--- src/design/ftrm_pkg.sv ---
// Shared constants and widths for the fan tachometer with median filter.
package ftrm_pkg;

	localparam int FAN_COUNT   = 2;
	localparam int FAN_W       = $clog2(FAN_COUNT);
	localparam int COUNT_W     = 16;
	localparam int SPEED_W     = 17;
	localparam int PPR_W       = 4;
	localparam int PRODUCT_W   = 32;
	localparam int DIVISOR_W   = 20;
	localparam int DIV_CNT_W   = $clog2(PRODUCT_W);
	localparam int CFG_IDX_W   = 2;
	localparam int CFG_DATA_W  = 17;

	localparam logic [COUNT_W-1:0] COUNT_MAX     = 16'hFFFF;
	localparam logic [COUNT_W-1:0] MS_PER_MINUTE = 16'd60000;

	localparam logic [CFG_IDX_W-1:0] CFG_UPDATE_PERIOD  = 2'd0;
	localparam logic [CFG_IDX_W-1:0] CFG_PULSES_PER_REV = 2'd1;
	localparam logic [CFG_IDX_W-1:0] CFG_MAX_RPM        = 2'd2;

	localparam logic [COUNT_W-1:0]  RST_UPDATE_PERIOD  = 16'd1000;
	localparam logic [PPR_W-1:0]    RST_PULSES_PER_REV = 4'd2;
	localparam logic [SPEED_W-1:0]  RST_MAX_RPM        = 17'd10000;

endpackage

--- src/design/ftrm_div.sv ---
// Iterative restoring divider, one quotient bit per cycle.
module ftrm_div
	import ftrm_pkg::*;
(
	input  logic                 clk,
	input  logic                 arst_n,
	input  logic                 start,
	input  logic [PRODUCT_W-1:0] dividend,
	input  logic [DIVISOR_W-1:0] divisor,
	output logic                 done,
	output logic [PRODUCT_W-1:0] quotient
);

	logic                 run_q;
	logic                 done_q;
	logic [DIV_CNT_W-1:0] cnt_q;
	logic [PRODUCT_W-1:0] dvd_q;
	logic [DIVISOR_W-1:0] rem_q;

	logic [DIVISOR_W:0]   rem_sh;
	logic                 fits;
	logic [DIVISOR_W:0]   rem_nxt;

	// shift the next dividend bit in, subtract when the divisor fits
	assign rem_sh  = {rem_q, dvd_q[PRODUCT_W-1]};
	assign fits    = rem_sh >= {1'b0, divisor};
	assign rem_nxt = fits ? (rem_sh - {1'b0, divisor}) : rem_sh;

	always_ff @(posedge clk or negedge arst_n) begin
		if (!arst_n) begin
			run_q  <= 1'b0;
			done_q <= 1'b0;
			cnt_q  <= '0;
			dvd_q  <= '0;
			rem_q  <= '0;
		end else begin
			done_q <= 1'b0;
			if (start) begin
				run_q <= 1'b1;
				cnt_q <= '0;
				dvd_q <= dividend;
				rem_q <= '0;
			end else if (run_q) begin
				// quotient bits fill the dividend register from the bottom
				dvd_q <= {dvd_q[PRODUCT_W-2:0], fits};
				rem_q <= rem_nxt[DIVISOR_W-1:0];
				cnt_q <= cnt_q + 1'b1;
				if (cnt_q == DIV_CNT_W'(PRODUCT_W - 1)) begin
					run_q  <= 1'b0;
					done_q <= 1'b1;
				end
			end
		end
	end

	assign done     = done_q;
	assign quotient = dvd_q;

endmodule

--- src/design/fan_tacho_rpm_median.sv ---
// Two-fan tachometer: edge counting, rpm division and running median filter.
//
//  channel   direction  handshake              payload
//  in        sink       in_valid / in_stall    edge_fan0, edge_fan1, ms_tick
//  out       source     out_valid / out_stall  speed_fan0, speed_fan1, spike_fan0, spike_fan1
//  cfg       sink       cfg_we                 cfg_index, cfg_data
//
// An input beat that does not close the update period only updates the counters.
// A beat that closes the period starts an update: per fan a multiply step,
// the shared divider, a check step, a rank-select median over the n filled
// window entries through the single window memory read port and a step to
// move on to the next fan; a spike skips the median.
// in_stall stays high for the whole update; the result beat then waits in the
// output register, and input beats are taken again while out_stall holds it.
// Reset restores the register defaults and clears counters, fill and speeds.
module fan_tacho_rpm_median
	import ftrm_pkg::*;
#(
	parameter int WINDOW_SIZE = 5
) (
	input  logic                  clk,
	input  logic                  arst_n,

	input  logic                  in_valid,
	output logic                  in_stall,
	input  logic                  edge_fan0,
	input  logic                  edge_fan1,
	input  logic                  ms_tick,

	output logic                  out_valid,
	input  logic                  out_stall,
	output logic [SPEED_W-1:0]    speed_fan0,
	output logic [SPEED_W-1:0]    speed_fan1,
	output logic                  spike_fan0,
	output logic                  spike_fan1,

	input  logic                  cfg_we,
	input  logic [CFG_IDX_W-1:0]  cfg_index,
	input  logic [CFG_DATA_W-1:0] cfg_data
);

	localparam int IDX_W     = (WINDOW_SIZE > 1) ? $clog2(WINDOW_SIZE) : 1;
	localparam int CNT_W     = $clog2(WINDOW_SIZE + 1);
	localparam int MEM_DEPTH = FAN_COUNT * WINDOW_SIZE;
	localparam int MEM_AW    = $clog2(MEM_DEPTH);

	typedef enum logic [3:0] {
		ST_IDLE,
		ST_MUL,
		ST_DIV_GO,
		ST_DIV_WAIT,
		ST_CHECK,
		ST_CAND_RD,
		ST_CAND_CAP,
		ST_CMP_RD,
		ST_CMP_DO,
		ST_RANK,
		ST_AVG,
		ST_NEXT_FAN,
		ST_HOLD
	} state_t;

	state_t state_q;

	// configuration
	logic [COUNT_W-1:0] period_q;
	logic [PPR_W-1:0]   ppr_q;
	logic [SPEED_W-1:0] max_rpm_q;

	// counting
	logic [COUNT_W-1:0] cnt_q [FAN_COUNT];
	logic [COUNT_W-1:0] upd_cnt_q [FAN_COUNT];
	logic [COUNT_W-1:0] elapsed_q;

	// filter state
	logic [CNT_W-1:0]   fill_q [FAN_COUNT];
	logic [IDX_W-1:0]   wpos_q [FAN_COUNT];
	logic [SPEED_W-1:0] held_q [FAN_COUNT];
	logic               spike_q [FAN_COUNT];

	// update datapath
	logic [FAN_W-1:0]     fan_q;
	logic [PRODUCT_W-1:0] prod_q;
	logic [DIVISOR_W-1:0] dvsr_q;
	logic [PRODUCT_W-1:0] raw_q;
	logic [CNT_W-1:0]     n_q;
	logic [IDX_W-1:0]     i_q;
	logic [IDX_W-1:0]     j_q;
	logic [SPEED_W-1:0]   cand_q;
	logic [CNT_W-1:0]     lt_q;
	logic [CNT_W-1:0]     le_q;
	logic [SPEED_W-1:0]   lo_q;
	logic [SPEED_W-1:0]   hi_q;

	// output register
	logic               out_valid_q;
	logic [SPEED_W-1:0] out_speed_q [FAN_COUNT];
	logic               out_spike_q [FAN_COUNT];

	// window memory
	logic [SPEED_W-1:0] mem_q [MEM_DEPTH];
	logic [SPEED_W-1:0] rd_data_q;
	logic [MEM_AW-1:0]  fan_base;
	logic [MEM_AW-1:0]  mem_waddr;
	logic [MEM_AW-1:0]  mem_raddr;
	logic               mem_we;

	logic               in_acc;
	logic [COUNT_W-1:0] cnt_nxt [FAN_COUNT];
	logic [COUNT_W-1:0] elapsed_nxt;
	logic [COUNT_W-1:0] period_eff;
	logic [PPR_W-1:0]   ppr_eff;
	logic               period_hit;
	logic               spike_now;
	logic [CNT_W-1:0]   n_new;
	logic [CNT_W-1:0]   k_lo;
	logic [CNT_W-1:0]   k_hi;
	logic               j_last;
	logic               i_last;
	logic [SPEED_W:0]   mid_sum;
	logic               out_load;
	logic               div_start;
	logic               div_done;
	logic [PRODUCT_W-1:0] div_quot;

	// zero period or zero pulses per revolution act as one
	assign period_eff = (period_q == '0) ? COUNT_W'(1) : period_q;
	assign ppr_eff    = (ppr_q == '0) ? PPR_W'(1) : ppr_q;

	assign in_stall = (state_q != ST_IDLE);
	assign in_acc   = in_valid && !in_stall;

	// count this beat's edges and tick before the period check
	assign cnt_nxt[0] = (edge_fan0 && cnt_q[0] != COUNT_MAX) ? cnt_q[0] + 1'b1 : cnt_q[0];
	assign cnt_nxt[1] = (edge_fan1 && cnt_q[1] != COUNT_MAX) ? cnt_q[1] + 1'b1 : cnt_q[1];
	assign elapsed_nxt = (ms_tick && elapsed_q != COUNT_MAX) ? elapsed_q + 1'b1 : elapsed_q;
	assign period_hit  = elapsed_nxt >= period_eff;

	assign spike_now = raw_q > PRODUCT_W'(max_rpm_q);
	assign n_new     = (fill_q[fan_q] < CNT_W'(WINDOW_SIZE)) ? fill_q[fan_q] + 1'b1 : fill_q[fan_q];

	// ranks of the two middle values; equal for an odd count
	assign k_lo   = (n_q - 1'b1) >> 1;
	assign k_hi   = n_q >> 1;
	assign j_last = (CNT_W'(j_q) == n_q - 1'b1);
	assign i_last = (CNT_W'(i_q) == n_q - 1'b1);
	assign mid_sum = {1'b0, lo_q} + {1'b0, hi_q};

	assign fan_base  = (fan_q != '0) ? MEM_AW'(WINDOW_SIZE) : '0;
	assign mem_waddr = fan_base + MEM_AW'(wpos_q[fan_q]);
	assign mem_raddr = fan_base + MEM_AW'((state_q == ST_CAND_RD) ? i_q : j_q);
	assign mem_we    = (state_q == ST_CHECK) && !spike_now;

	assign div_start = (state_q == ST_DIV_GO);
	assign out_load  = (state_q == ST_HOLD) && (!out_valid_q || !out_stall);

	ftrm_div u_div (
		.clk      (clk),
		.arst_n   (arst_n),
		.start    (div_start),
		.dividend (prod_q),
		.divisor  (dvsr_q),
		.done     (div_done),
		.quotient (div_quot)
	);

	// window memory: one write and one registered read port
	always_ff @(posedge clk) begin
		if (mem_we) begin
			mem_q[mem_waddr] <= raw_q[SPEED_W-1:0];
		end
		rd_data_q <= mem_q[mem_raddr];
	end

	always_ff @(posedge clk or negedge arst_n) begin
		if (!arst_n) begin
			state_q     <= ST_IDLE;
			period_q    <= RST_UPDATE_PERIOD;
			ppr_q       <= RST_PULSES_PER_REV;
			max_rpm_q   <= RST_MAX_RPM;
			elapsed_q   <= '0;
			fan_q       <= '0;
			out_valid_q <= 1'b0;
			prod_q      <= '0;
			dvsr_q      <= '0;
			raw_q       <= '0;
			n_q         <= '0;
			i_q         <= '0;
			j_q         <= '0;
			cand_q      <= '0;
			lt_q        <= '0;
			le_q        <= '0;
			lo_q        <= '0;
			hi_q        <= '0;
			for (int f = 0; f < FAN_COUNT; f++) begin
				cnt_q[f]       <= '0;
				upd_cnt_q[f]   <= '0;
				fill_q[f]      <= '0;
				wpos_q[f]      <= '0;
				held_q[f]      <= '0;
				spike_q[f]     <= 1'b0;
				out_speed_q[f] <= '0;
				out_spike_q[f] <= 1'b0;
			end
		end else begin
			if (cfg_we) begin
				unique case (cfg_index)
					CFG_UPDATE_PERIOD:  period_q  <= cfg_data[COUNT_W-1:0];
					CFG_PULSES_PER_REV: ppr_q     <= cfg_data[PPR_W-1:0];
					CFG_MAX_RPM:        max_rpm_q <= cfg_data[SPEED_W-1:0];
					default: ;
				endcase
			end

			// load the result beat from the hold state, drop it once taken
			if (out_load) begin
				out_valid_q <= 1'b1;
				for (int f = 0; f < FAN_COUNT; f++) begin
					out_speed_q[f] <= held_q[f];
					out_spike_q[f] <= spike_q[f];
				end
			end else if (out_valid_q && !out_stall) begin
				out_valid_q <= 1'b0;
			end

			unique case (state_q)
				ST_IDLE: begin
					if (in_acc) begin
						if (period_hit) begin
							// latch the closing counts, clear for the next period
							for (int f = 0; f < FAN_COUNT; f++) begin
								upd_cnt_q[f] <= cnt_nxt[f];
								cnt_q[f]     <= '0;
								spike_q[f]   <= 1'b0;
							end
							elapsed_q <= '0;
							fan_q     <= '0;
							state_q   <= ST_MUL;
						end else begin
							cnt_q[0]  <= cnt_nxt[0];
							cnt_q[1]  <= cnt_nxt[1];
							elapsed_q <= elapsed_nxt;
						end
					end
				end
				ST_MUL: begin
					// floor(floor(x/p)/q) equals floor(x/(p*q))
					prod_q  <= PRODUCT_W'(upd_cnt_q[fan_q]) * PRODUCT_W'(MS_PER_MINUTE);
					dvsr_q  <= DIVISOR_W'(period_eff) * DIVISOR_W'(ppr_eff);
					state_q <= ST_DIV_GO;
				end
				ST_DIV_GO: begin
					state_q <= ST_DIV_WAIT;
				end
				ST_DIV_WAIT: begin
					if (div_done) begin
						raw_q   <= div_quot;
						state_q <= ST_CHECK;
					end
				end
				ST_CHECK: begin
					if (spike_now) begin
						spike_q[fan_q] <= 1'b1;
						state_q        <= ST_NEXT_FAN;
					end else begin
						// sample goes in this cycle, advance write position and fill
						wpos_q[fan_q] <= (wpos_q[fan_q] == IDX_W'(WINDOW_SIZE - 1)) ?
							'0 : wpos_q[fan_q] + 1'b1;
						fill_q[fan_q] <= n_new;
						n_q     <= n_new;
						i_q     <= '0;
						state_q <= ST_CAND_RD;
					end
				end
				ST_CAND_RD: begin
					state_q <= ST_CAND_CAP;
				end
				ST_CAND_CAP: begin
					cand_q  <= rd_data_q;
					j_q     <= '0;
					lt_q    <= '0;
					le_q    <= '0;
					state_q <= ST_CMP_RD;
				end
				ST_CMP_RD: begin
					state_q <= ST_CMP_DO;
				end
				ST_CMP_DO: begin
					// one compare per pass: rank the candidate against entry j
					if (rd_data_q < cand_q) begin
						lt_q <= lt_q + 1'b1;
					end
					if (rd_data_q <= cand_q) begin
						le_q <= le_q + 1'b1;
					end
					if (j_last) begin
						state_q <= ST_RANK;
					end else begin
						j_q     <= j_q + 1'b1;
						state_q <= ST_CMP_RD;
					end
				end
				ST_RANK: begin
					// candidate occupies sorted ranks lt .. le-1
					if (lt_q <= k_lo && k_lo < le_q) begin
						lo_q <= cand_q;
					end
					if (lt_q <= k_hi && k_hi < le_q) begin
						hi_q <= cand_q;
					end
					if (i_last) begin
						state_q <= ST_AVG;
					end else begin
						i_q     <= i_q + 1'b1;
						state_q <= ST_CAND_RD;
					end
				end
				ST_AVG: begin
					held_q[fan_q] <= mid_sum[SPEED_W:1];
					state_q       <= ST_NEXT_FAN;
				end
				ST_NEXT_FAN: begin
					if (fan_q == FAN_W'(FAN_COUNT - 1)) begin
						state_q <= ST_HOLD;
					end else begin
						fan_q   <= fan_q + 1'b1;
						state_q <= ST_MUL;
					end
				end
				ST_HOLD: begin
					// hold until the output register is free
					if (out_load) begin
						state_q <= ST_IDLE;
					end
				end
				default: state_q <= ST_IDLE;
			endcase
		end
	end

	assign out_valid  = out_valid_q;
	assign speed_fan0 = out_speed_q[0];
	assign speed_fan1 = out_speed_q[1];
	assign spike_fan0 = out_spike_q[0];
	assign spike_fan1 = out_spike_q[1];

`ifndef SYNTHESIS
	a_update_stalls: assert property (@(posedge clk) disable iff (!arst_n)
		(in_acc && period_hit) |=> in_stall)
		else $error("update beat did not stall the input");

	a_div_done_when_waiting: assert property (@(posedge clk) disable iff (!arst_n)
		div_done |-> (state_q == ST_DIV_WAIT))
		else $error("divider finished outside its wait state");

	a_fill_bound: assert property (@(posedge clk) disable iff (!arst_n)
		(fill_q[0] <= CNT_W'(WINDOW_SIZE)) && (fill_q[1] <= CNT_W'(WINDOW_SIZE)))
		else $error("window fill beyond window size");

	a_rank_order: assert property (@(posedge clk) disable iff (!arst_n)
		(state_q == ST_RANK) |-> (lt_q <= le_q && le_q >= CNT_W'(1)))
		else $error("candidate rank counts inconsistent");
`endif

endmodule

--- config.mk ---
export PLATFORM = sky130hd
export DESIGN_NAME = fan_tacho_rpm_median
export DESIGN_NICKNAME = d
export VERILOG_FILES = /design/src/design/ftrm_pkg.sv /design/src/design/ftrm_div.sv /design/src/design/fan_tacho_rpm_median.sv
export SDC_FILE = /design/constraint.sdc
export NUM_CORES = 1
export LEC_CHECK = 0
export BUFFER_PORTS_ARGS = -buffer_cell sky130_fd_sc_hd__buf_2
export CORE_MARGIN = 1
export CORE_UTILIZATION = 65
export DETAILED_ROUTE_END_ITERATION = 10
export PLACE_DENSITY_LB_ADDON = 0.15
export SLEW_MARGIN = 20
export SYNTH_ARGS = -nofsm -noshare
export SYNTH_HDL_FRONTEND = slang
export SYNTH_SLANG_ARGS = --single-unit
--- constraint.sdc ---
create_clock -name clk -period 12.3 [get_ports clk]
set_input_delay 1.23 -clock clk [delete_from_list [all_inputs] [get_ports clk]]
set_output_delay 1.23 -clock clk [all_outputs]
set_load 0.01 [all_outputs]
# [Yosys cells after proc, flatten, opt, wreduce, memory -nomap -nowiden]
# Memory sizes are Yosys's and may differ from the RTL's. A register that Yosys moved wholly into a read port is not among the register bits.
# Index checks and enable logic that the tools add are counted.
[totals] ff_bits=411 mem_bits_rw=170 inputBits=27 word_cells=218 memories=1
[classes] add_sub_neg=16 n_mul=2 order_cmp=12 eq_ne=31 muxes=72 bitwise_logic=3 n_reduce_logical=42
[memory_table] name="mem_q" words=10 word_bits=17 rd=1 rd_ports_with_merged_regs=1 wr=1 line="fan_tacho_rpm_median.sv:101" source="logic [SPEED_W-1:0] mem_q [MEM_DEPTH];"
[op_table] cell="two-way mux 16 bit" n=8
[op_table] cell="two-way mux 32 bit" n=3
[op_table] cell="two-way mux 20 bit" n=3
[op_table] cell="case mux 4 bit (13 select lines)" n=1
[op_table] cell="adder 16 x 1 -> 16 bit, second input constant" n=3
[op_table] cell="two-way mux 3 bit" n=16
[op_table] cell="inequality test 16 bit, second input constant" n=3
[op_table] cell="two-way mux 4 bit" n=9
[op_table] cell="bitwise mux 34 bit" n=1
[op_table] cell="> comparator 32 x 17 -> 1 bit" n=1
[op_table] cell="multiplier 16 x 11 -> 27 bit, second input constant" n=1
[op_table] cell="case mux 3 bit (2 select lines)" n=4
[op_table] cell="AND reduction 2 bit" n=11
[op_table] cell=">= comparator 21 x 20 -> 1 bit" n=1
[op_table] cell="equality test 4 bit, second input constant" n=5
[op_table] cell="multiplier 16 x 4 -> 20 bit" n=1
[op_table] cell="subtractor 20 bit" n=1
[op_table] cell="adder 17 x 17 -> 18 bit" n=1
[op_table] cell="adder 3 x 1 -> 3 bit, second input constant" n=6
[op_table] cell="inequality test 2 bit, second input constant" n=9
[op_table] cell="demux 17 bit (select 1 bit)" n=1
[op_table] cell="<= comparator 17 bit" n=1
[op_table] cell="< comparator 17 bit" n=1
[op_table] cell="two-way mux 17 bit" n=1
[op_table] cell="other kinds (40)" n=86

# [Depth between registers and ports, before layout]
[logic_depth] ltp_word=8 ltp_mapped=21 depth_no_buf=18

# [By module]
# A second synthesis with hierarchy kept.
[unflattened] cells_unflattened=3014 area_unflattened_um2=33106.8
[modules_own_cells] mod="fan_tacho_rpm_median" instances=1 cells_per_inst=2595 area_each_um2=29220.5 seq_area_each_um2=14268.7
[modules_own_cells] mod="ftrm_div" instances=1 cells_per_inst=419 area_each_um2=3886.2 seq_area_each_um2=1476.4

# [Worst setup path before layout]
# Ideal clock, no wire load.
[synth_path] path_kind="flip-flop to flip-flop" from="reg fan_q" to="reg prod_q[31]" setup_time_ns=0.133 arrival_time_ns=6.742 setup_slack_ns=5.425 stages_incl_launch_ff=22 path_buffers=3 synth_period_minus_slack_ns=6.875 cell_sequence="dfrtp_1 -> clkbuf_1 -> buf_1 -> buf_1 -> mux2i_1 -> fa_1 -> inv_1 -> fa_1 -> fa_1 -> inv_1 -> fa_1 -> inv_1 -> fa_1 -> ha_1 -> a21oi_1 -> o21a_1 -> or3b_2 -> o21ai_0 -> o221ai_1 -> a211oi_1 -> xnor2_1 -> o21ai_0"
[synth_via] elab_chain_cells=5
[synth_lines] element="start, declared" line="fan_tacho_rpm_median.sv:82" source="logic [FAN_W-1:0] fan_q;"
[synth_lines] element="start signal, assigned" line="fan_tacho_rpm_median.sv:326" source="fan_q <= fan_q + 1'b1;"
[synth_lines] element="NOT 1 -> 2 bit (not written as such)" line="fan_tacho_rpm_median.sv:248" source="prod_q <= PRODUCT_W'(upd_cnt_q[fan_q]) * PRODUCT_W'(MS_PER_MINUTE);"
[synth_lines] element="two-way mux 16 bit (not written as such) (3 in series)" line="fan_tacho_rpm_median.sv:248"
[synth_lines] element="multiplier 16 x 11 -> 27 bit" line="fan_tacho_rpm_median.sv:248"
[synth_lines] element="end signal, assigned" line="fan_tacho_rpm_median.sv:248"
[synth_lines] element="end, declared" line="fan_tacho_rpm_median.sv:83" source="logic [PRODUCT_W-1:0] prod_q;"
# No other way between the ends. The select of a mux whose other input is x is not followed.
# A chain may end at the register's enable or synchronous reset.

# [Final worst setup path]
# Ends and elaborated chain as after synthesis.

==> results.tsv <==
stage	metric	value	unit
floorplanning	full die area	0.05164	mm2
setup_path	Critical Path AT	7.15	ns
cts	Worst-Skew Late Latency	0.65	ns
routing	1st-pass router iterations	7	
pwr	VDD IR-drop max	0.1519	mV
setup_path	reg2reg path depth	18	
placed_design	post-place setup slack	5.658	ns
synthesis	compound-gate portion of the synthesized area	0.1201	
sta	worst setup margin	5.615	ns
placed_design	Port Buffer Count	64	
layout	Layout area overhead	9.334	%
synthesis	mux contribution to synthesized area	0.08909	
floorplanning	Core ar.	0.05007	mm2
setup_path	reg2reg start	fan_q$_DFFE_PN0P_	
cts	clock root buffer	clkbuf_16	
setup_path	Critical R2R Capture	prod_q[31]$_DFFE_PN0P_	
cts	CTS tree	built	
pwr	Leakage Power	0.01719	uW
grt	GRT Util Overall	0.2967	
sta	max-slew violations	0	
sta	RSZ-0062 raised after global routing	false	
grt	number of global-route vias before repair	23407	
routing	initial DRC count	1514	
sta	Final Setup Violations	0	
floorplanning	die height	227.2	um
routing	number of nets still failing antenna checks after routing	0	
synthesis	ys async rst share	0.6873	
cts	cts hold-fix bufs	0	
synthesis	YS warnings	0	
sta	Fmax	149.6	MHz
routing	Routed WL	74.44	mm
floorplanning	io pins	65	
synthesis	Seq cells post-synth	598	
cts	CTS buffer count	60	
sta	Layout Skew	0.04153	ns
sta	total negative slack	0	ns
cts	clk sinks	598	
synthesis	main combinational cell family by area after synthesis	adder cells	
hold_path	Hold Crit Class	in2async	
cts	htree depth	2	
cts	CTS resizes	0	
job	max cap viols	0	
synthesis	simple-gate share of the synthesized area	0.1066	
sta	Final Cycle Share	0.5435	
layout	most frequent cells in the layout	397 x dfrtp_1, 334 x nand2_1, 233 x inv_1, 217 x o21ai_0, 208 x ha_1	
floorplanning	die width	227.2	um
layout	Design Area, Final	0.03605	mm2
grt	pin count of the biggest net entering global routing	129	
layout	commonest non-fill, non-tap cell in the layout	dfrtp_1	
placed_design	Post-DP HPWL	51.15	mm
pwr	Final Power	7091	uW
routing	Vias/cell	6.084	
floorplanning	initial core utilization	0.6586	
setup_path	Req. time, crit path	12.76	ns
routing	DRC	0	
cts	Worst-path clk slew	0.06	ns
synthesis	Mapped Cells	3001	
routing	Routed wire per std cell	19.82	um
synthesis	adder-cell share of the synthesized area	0.1349	
cts	Post-CTS Setup Repair Bufs	0	
cts	CTS max path bufs	3	
placed_design	placed instance area	0.03397	mm2
sta	Period minus WS final	6.685	ns
synthesis	synth unique cells	84	
sta	slew margin rel.	0.2445	
synthesis	Seq/Total Area, Yosys	0.4775	
layout	nets	3364	
floorplanning	cell row count	82	
routing	routed vias	22850	
synthesis	XOR/XNOR Fraction of Synth Area	0.03001	
placed_design	Placer Congestion	0.9104	
sta	final hold vios	0	
pwr	Pwr per Cell Area	196.7	mW/mm2
sta	Worst-Margin Slew	1.133	ns
layout	fin util	0.7201	
synthesis	Mapped Nets	3329	
layout	share of layout cells above drive strength 1	0.1323	
setup_path	CP Capture Type	flip-flop	
synthesis	syn_area_per_cell	10.99	um2
setup_path	crit path launch type	flip-flop	
synthesis	ys flop type	dfrtp_1	
grt	Congestion Overflow GR	0	
setup_path	internal reg-to-reg setup slack	5.61	ns
setup_path	kind of critical path	reg2reg	
status	status	finished, final reports clean	
synthesis	EDFF count, synth	170	
synthesis	Mapped Area	0.03298	mm2
grt	first-pass GRT wire length	120.5	mm
grt	antenna violations before repair	1	
setup_path	crit path max fanout	29	
layout	n_diodes	0	
-- layer usage --
metal	vias to the layer above	share of wire	track usage	wire length (um)
met5	-	0	0	0
met4	0	0.033	0.1102	2483
met3	163	0.041	0.03433	3056
met2	535	0.50	0.5109	37230
met1	11494	0.43	0.3877	31670
li1	10658	-	-	-
-- cells in the mapped netlist, drive strengths merged, types with 58 or more instances --
cell type / number / area share
a21o: 61 / 0.014
a21oi: 142 / 0.022
clkbuf: 99 / 0.011
dfrtp: 399 / 0.30
edfxtp: 170 / 0.15
fa: 91 / 0.055
ha: 210 / 0.080
inv: 233 / 0.027
mux2: 128 / 0.044
mux2i: 73 / 0.022
nand2: 334 / 0.038
nor2: 167 / 0.019
o21ai: 219 / 0.033
xnor2: 58 / 0.015
-- logic make-up after synthesis --
group                      Yosys count
and+or+nand+nor                    767
muxes                              235
AOI/OAI and AO/OA                  631
adders and majority gates          301
buffers and inverters              356
xor gates and xnor gates           113
DFF                                598
-- power breakdown --
| group | switching (uW) | internal [uW] | total, uW |
|---|---|---|---|
| combinational | 1510 | 1100 | 2610 |
| clock | 787 | 1090 | 1880 |
| sequential | 253 | 2350 | 2600 |
-- registers in the layout, indices dropped and copies added, names as in the netlist, 16 cells and up --
name,cells
mem_q,170
held_q,34
cnt_q,32
raw_q,32
u_div.quotient,32
upd_cnt_q,32
prod_q,27
dvsr_q,20
u_div.rem_q,20
cand_q,17
hi_q,17
lo_q,17
max_rpm_q,17
rd_data_q,17
speed_fan0,17
speed_fan1,17
elapsed_q,16
period_q,16
-- worst max-delay path, stage by stage, from the launching register on --
cell      delay, ns
dfrtp_2        0.61
buf_4          0.42
mux2_2         0.45
fa_1           0.56
fa_1           0.44
fa_1           0.52
inv_1          0.05
fa_1           0.49
fa_1           0.51
inv_1          0.04
ha_1           0.37
a21oi_1        0.15
nand2_1        0.08
or3b_2         0.46
o21ai_0        0.47
o221ai_1       0.31
a211oi_1       0.34
xnor2_1        0.16
o21ai_0        0.08
-- cell type report --
type / instances / area (um2)
fill: 3604 / 14010
tap: 672 / 840.8
clock buffer: 90 / 1787
sequential: 598 / 15750
inverter: 233 / 874.6
multi-input combinational: 2047 / 15950
timing repair buffer: 96 / 594.3
clock inverter: 20 / 261.5
-- metrics by stage --
stage,hold WS (ns),cells
3_5_place_dp,0.4634,3645
6_report,0.4238,3756
2_1_floorplan,0.4373,3001
3_3_place_gp,0.4535,3645
5_1_grt,0.4229,3756
4_1_cts,0.4604,3755
-- worst max path at each step --
stage	to	start	slack, ns
6_report	prod_q[31]$_DFFE_PN0P_	fan_q$_DFFE_PN0P_	5.61
5_1_grt	prod_q[31]$_DFFE_PN0P_	fan_q$_DFFE_PN0P_	5.20
4_1_cts	prod_q[31]$_DFFE_PN0P_	fan_q$_DFFE_PN0P_	5.64
3_5_place_dp	prod_q[31]$_DFFE_PN0P_	fan_q$_DFFE_PN0P_	5.66
3_3_place_gp	prod_q[31]$_DFFE_PN0P_	fan_q$_DFFE_PN0P_	5.74
2_1_floorplan	prod_q[31]$_DFFE_PN0P_	fan_q$_DFFE_PN0P_	5.42
No activity file was read; power rests on OpenSTA's default activity.
